`src/rtl/sem_pkg.sv`:
```
package sem_pkg;

	localparam int MAX_WIDTH   = 2048;
	localparam int CHANNELS    = 4;
	localparam int MAX_HEIGHT  = 4096;
	localparam int WIDTH_BITS  = 12;
	localparam int HEIGHT_BITS = 13;
	localparam int CFG_BITS    = 13;
	localparam int PIX_BITS    = 8 * CHANNELS;
	localparam int RESET_WIDTH  = 640;
	localparam int RESET_HEIGHT = 480;
	localparam int FULL_SCALE  = 255;
	// Gain of 64 on the magnitude becomes a factor 4096 on the squared sum.
	localparam int GAIN_SHIFT  = 12;
	localparam int TAPS        = 9;

	localparam logic REG_IMAGE_WIDTH  = 1'b0;
	localparam logic REG_IMAGE_HEIGHT = 1'b1;

	typedef enum logic [2:0] {
		ST_IDLE,
		ST_READ,
		ST_GRAD,
		ST_SQUARE,
		ST_ROOT,
		ST_OUT
	} state_t;

	typedef struct packed {
		logic take;
		logic read;
		logic grad;
		logic square;
		logic root;
		logic load;
	} cmd_t;

	typedef struct packed {
		logic emit;
		logic read_done;
		logic root_done;
		logic out_free;
	} status_t;

endpackage

```
`src/rtl/sem_ctrl.sv`:
```
module sem_ctrl (
	input  logic              clk,
	input  logic              arst_n,
	input  logic              in_valid,
	output logic              in_ready,
	input  sem_pkg::status_t  status,
	output sem_pkg::cmd_t     cmd
);

	sem_pkg::state_t state_q, state_next;

	always_ff @(posedge clk or negedge arst_n) begin
		if (!arst_n) begin
			state_q <= sem_pkg::ST_IDLE;
		end else begin
			state_q <= state_next;
		end
	end

	always_comb begin
		state_next = state_q;
		cmd        = '0;
		in_ready   = 1'b0;
		unique case (state_q)
			sem_pkg::ST_IDLE: begin
				in_ready = 1'b1;
				cmd.take = in_valid;
				if (in_valid && status.emit) begin
					state_next = sem_pkg::ST_READ;
				end
			end
			sem_pkg::ST_READ: begin
				cmd.read = 1'b1;
				if (status.read_done) begin
					state_next = sem_pkg::ST_GRAD;
				end
			end
			sem_pkg::ST_GRAD: begin
				cmd.grad   = 1'b1;
				state_next = sem_pkg::ST_SQUARE;
			end
			sem_pkg::ST_SQUARE: begin
				cmd.square = 1'b1;
				state_next = sem_pkg::ST_ROOT;
			end
			sem_pkg::ST_ROOT: begin
				cmd.root = 1'b1;
				if (status.root_done) begin
					state_next = sem_pkg::ST_OUT;
				end
			end
			sem_pkg::ST_OUT: begin
				if (status.out_free) begin
					cmd.load   = 1'b1;
					state_next = sem_pkg::ST_IDLE;
				end
			end
			default: begin
				state_next = sem_pkg::ST_IDLE;
			end
		endcase
	end

endmodule

```
`config.mk`:
```
export PLATFORM = sky130hd
export DESIGN_NAME = sem_ctrl
export DESIGN_NICKNAME = d
export VERILOG_FILES = /design/src/rtl/sem_pkg.sv /design/src/rtl/sem_ctrl.sv
export SDC_FILE = /design/constraint.sdc
export NUM_CORES = 1
export LEC_CHECK = 0
export ABC_AREA = 1
export BUFFER_PORTS_ARGS = -buffer_cell sky130_fd_sc_hd__buf_2
export CORE_AREA = 2 2 39 41
export DETAILED_ROUTE_END_ITERATION = 8
export DIE_AREA = 0 0 41 43
export PLACE_DENSITY = 0.43
export SYNTH_ARGS = -nofsm -noshare
export SYNTH_HDL_FRONTEND = slang
export SYNTH_SLANG_ARGS = --single-unit
```
`constraint.sdc`:
```
create_clock -name clk -period 2.65 [get_ports clk]
set_input_delay 0.265 -clock clk [delete_from_list [all_inputs] [get_ports clk]]
set_output_delay 0.265 -clock clk [all_outputs]
set_load 0.03 [all_outputs]
```
=== Word level (Yosys, flattened, before mapping) ===
Index checks and enable logic that the tools add are counted.
Widths: inputs -> output; s select.

* Eq/ne operators: 9
* Muxes and demuxes: 13
* Reduce and logical (&&, ||, !) cells: 3

{| class="wikitable"
|+ Operators with widths
! kind !! number
|-
| $pmux 3 s6 || 1
|-
| $mux 3 || 4
|-
| $mux 1 || 8
|-
| $ne 2x2->1 const B || 4
|-
| $eq 3x2->1 const B || 2
|-
| $eq 3x3->1 const B || 2
|-
| $reduce_and 4->1 || 1
|-
| $eq 3x1->1 const B || 1
|-
| $logic_not 3->1 || 1
|-
| $logic_and 1x1->1 || 1
|}

* Register bits: 3
* Input bits: 7

=== Longest topological paths before layout ===
* Word-level depth: 3
* Gate-level depth with buffers: 9
* Mapped depth without buffers: 8

=== Worst setup path before layout ===
Ideal clock, no wire load.

* Path kind: reg2out
* Start: register state_q[2]
* End: output cmd[4] (netlist bit)
* Arrival time: 1,225 ps
* Slack: 1,160 ps
* Stages on the path, launching flop included: 3
* Cells stage by stage: dfrtp_1 -> buf_6 -> nor3_1

{| class="wikitable"
|+ RTL lines
! what !! line !! RTL
|-
| start, declared || sem_ctrl.sv:10 || <nowiki>sem_pkg::state_t state_q, state_next;</nowiki>
|-
| start signal, assigned || sem_ctrl.sv:14 || <nowiki>state_q <= sem_pkg::ST_IDLE;</nowiki>
|-
| start signal, assigned || sem_ctrl.sv:16 || <nowiki>state_q <= state_next;</nowiki>
|-
| end, declared || sem_ctrl.sv:7 || <nowiki>output sem_pkg::cmd_t cmd</nowiki>
|}

==> summary.md <==
| Metric | Value |
|---|---|
| Largest Register | state_q |
| Syn-to-layout area delta | 35.3% |
| Die Y | 43 um |
| Hpwl dp | between 400 and 500 um |
| Clk root buf | clkbuf_4 |
| Antenna viol nets, final | 0 |
| Max reg flops | 3 |
| Logic pwr share | around 59% |
| Crit. End Element | primary output |
| Sink Count | 3 |
| Area occupied by multi-input gates | roughly 150 um2 |
| Avg Inst Size Synth | between 7 and 8 um2 |
| Power share of the sequential group | 24.2% |
| PD cells | 1300 nW/um2 |
| Initial antenna violation count | 0 |
| CTS tree | done |
| Final worst path period share | 58.7% |
| First-pass GRT wire length | 972 um |
| R2r startpoint | state_q[2] |
| Routed length per instance | 8.33 um |
| Min cycle time layout | 1560 ps |
| Final TNS setup | 0 ps |
| Reg area | 75.1 um2 |
| CP startpoint kind | flop |
| Internal | 219 uW |
| WP data required | 2380 ps |
| Residual DRC | 0 |
| Core box area | roughly 1400 um2 |
| Initial cell density of the core | 20.3% |
| GRT overflow | 0 |
| P_leak | 0.000217 uW |
| # IOs | 14 |
| PnR worst setup slack | 1090 ps |
| Max clock buf depth | 2 |
| Die area | roughly 1800 um2 |
| Crit Path Class | flop to primary output |
| Max Cap Viol | 0 |
| Hold crit path type | input pin to asynchronous set/reset pin |
| Worst R2R Setup Slack | 1500 ps |
| Yosys warning count | 0 |
| Clk network pwr share | about 17% |
| Setup Skew | 0.374 ps |
| Max Freq | 643 MHz |
| Crit path DAT | 1290 ps |
| P_sw | 273 uW |
| Antenna diode count | 0 |
| Outcome | finished clean |
| Worst vdd ir | 0.325 mV |
| Count of pins over their slew limit | 0 |
| Largest net degree at the start of global routing | 10 |
| Worst reg2reg path depth | 7 |
| WL final | around 600 um |
| Clock-pin transition on the worst setup and hold timing paths | approximately 40 ps |
| Number of port buffers | 13 |
| Switching share of power | 55.5% |
| Fillers | 157 |
| Syn nets | 47 |
| DIE WIDTH | 41 um |
| Htree depth | 1 |
| Number of synthesized register bits | 3 |
| Vias post-DR | 290 |
| PostCTS Resize Cnt | 0 |
| Vias in the first global route | 239 |
| CTS Buf Count | 3 |
| Fin. Hold Viols | 0 |
| Worst Path Max Fanout | 8 |
| Final RePlAce weighted congestion | between 0.7 and 0.8 |
| Max_slew headroom | between 70 and 80% |
| Netlist Area Pre-Place | 280 um2 |
| DRT Pass-1 Iters | 4 |
| Gate Count Post-Synth | 40 |
| Unrepaired setup endpoints after global routing | false |
| DR iter-0 viols | 4 |
| Top Registers | state_q x3 |
| FP Rows | 14 |
| Sequential area share after synthesis | approximately 27% |
| Synth cell types | 17 |
| GRT Overall Usage | 8.94% |
| Dpl ws | around 1300 ps |
| Clock Latency Late Sink | roughly 240 ps |
| Post-DR vias/cell | ~4.0 |
| RR Endpoint | state_q[0] |
| Layout cells sized above 1 | 46.4% |
| Nets | between 60 and 70 |
| Worst Tran Pin Value | 333 ps |
| Setup violators final | 0 |
-- worst max-delay path: stages (launching register included) --
cell and delay (ps):
dfrtp_1 500, inv_1 100, nor3_1 210, buf_2 250
-- layer usage --
layer  up-vias  GRT usage [%]  part of all wire (%)
met1       117           11.9                    46
met3         4           3.14                   9.0
met5         -              0                     0
met2        15           9.69                    42
li1        154              -                     -
met4         0           10.0                   3.2
-- cell families after synthesis --
| family | after synthesis | synth area share [%] |
|---|---|---|
| flops | 3 | 26.8 |
| compound gates | 3 | 5.35 |
| simple gates | 24 | 49.1 |
| buf+inv | 10 | 18.7 |
-- power by group through the flow --
| stage | clock network (uW) | registers [uW] | logic (uW) |
|---|---|---|---|
| 3_5_place_dp | 0 | 119 | 292 |
| 6_report | 81.8 | 119 | 291 |
| 2_1_floorplan | 0 | 82.8 | 287 |
| 4_1_cts | 85.7 | 119 | 294 |
| 3_3_place_gp | 0 | 119 | 294 |
| 5_1_grt | 91.0 | 126 | 324 |
-- cells in the final DEF, fill, tap and decap left out --
master and count:
a21oi_1 1, and3_2 1, buf_2 13, clkbuf_1 1, clkbuf_4 3, dfrtp_1 3
dlygate4sd3_1 1, inv_1 7, inv_2 1, nand2_1 5, nand2_2 2, nand3_1 3
nand3_2 1, nor2_1 5, nor2_2 2, nor2_4 2, nor3_1 2, nor3_2 1
o21ai_0 1, o21ai_1 1
-- worst max-delay path by stage --
stage | startpoint | slack (ps) | cells after the start | to
6_report | state_q[0] | 1090 | 3 | cmd[4]
5_1_grt | state_q[0] | 970 | 3 | cmd[4]
4_1_cts | state_q[0] | 1080 | 3 | cmd[4]
3_5_place_dp | state_q[0] | 1340 | 3 | cmd[4]
3_3_place_gp | state_q[0] | 1350 | 3 | cmd[4]
2_1_floorplan | state_q[2] | 1160 | 2 | cmd[4]
-- Yosys cell counts --
cell type | count | share of area [%]
inv_1 | 7 | 9.4
nand2_1 | 5 | 6.7
nor2_1 | 5 | 6.7
dfrtp_1 | 3 | 27
nand3_1 | 3 | 5.4
buf_6 | 2 | 8.0
nand2_2 | 2 | 4.5
nor2_2 | 2 | 4.5
nor2_4 | 2 | 8.0
nor3_1 | 2 | 3.6
a21oi_1 | 1 | 1.8
and3_2 | 1 | 2.7
inv_2 | 1 | 1.3
nand3_2 | 1 | 3.6
nor3_2 | 1 | 3.6
o21ai_0 | 1 | 1.8
o21ai_1 | 1 | 1.8
-- through the flow --
step / power, uW / std cells / util, % / hold slack, ps / instance area [um2]
2_1_floorplan: 370 / 40 / - / -30.6 / 280
3_3_place_gp: 413 / 67 / 24.8 / 63.7 / 343
3_5_place_dp: 411 / 67 / 24.8 / 62.6 / 343
4_1_cts: 499 / 72 / 27.4 / 340 / 379
5_1_grt: 541 / 72 / 27.4 / 368 / 379
6_report: 492 / 72 / 27.4 / 349 / 379
-- cell type report --
class | count | share of cell area (%)
Sequential cell | 3 | 19.8
Multi-Input combinational cell | 27 | 40.3
Timing Repair Buffer | 14 | 19.8
Inverter | 8 | 7.92
Clock buffer | 4 | 6.93
Tap cell | 16 | 5.28
-- repair_timing --
item	CTS	global route
hold endpoints to repair	3	0
buffers inserted	0	0
hold buffers	1	0
Note: power is estimated with default switching activity, not from simulation.
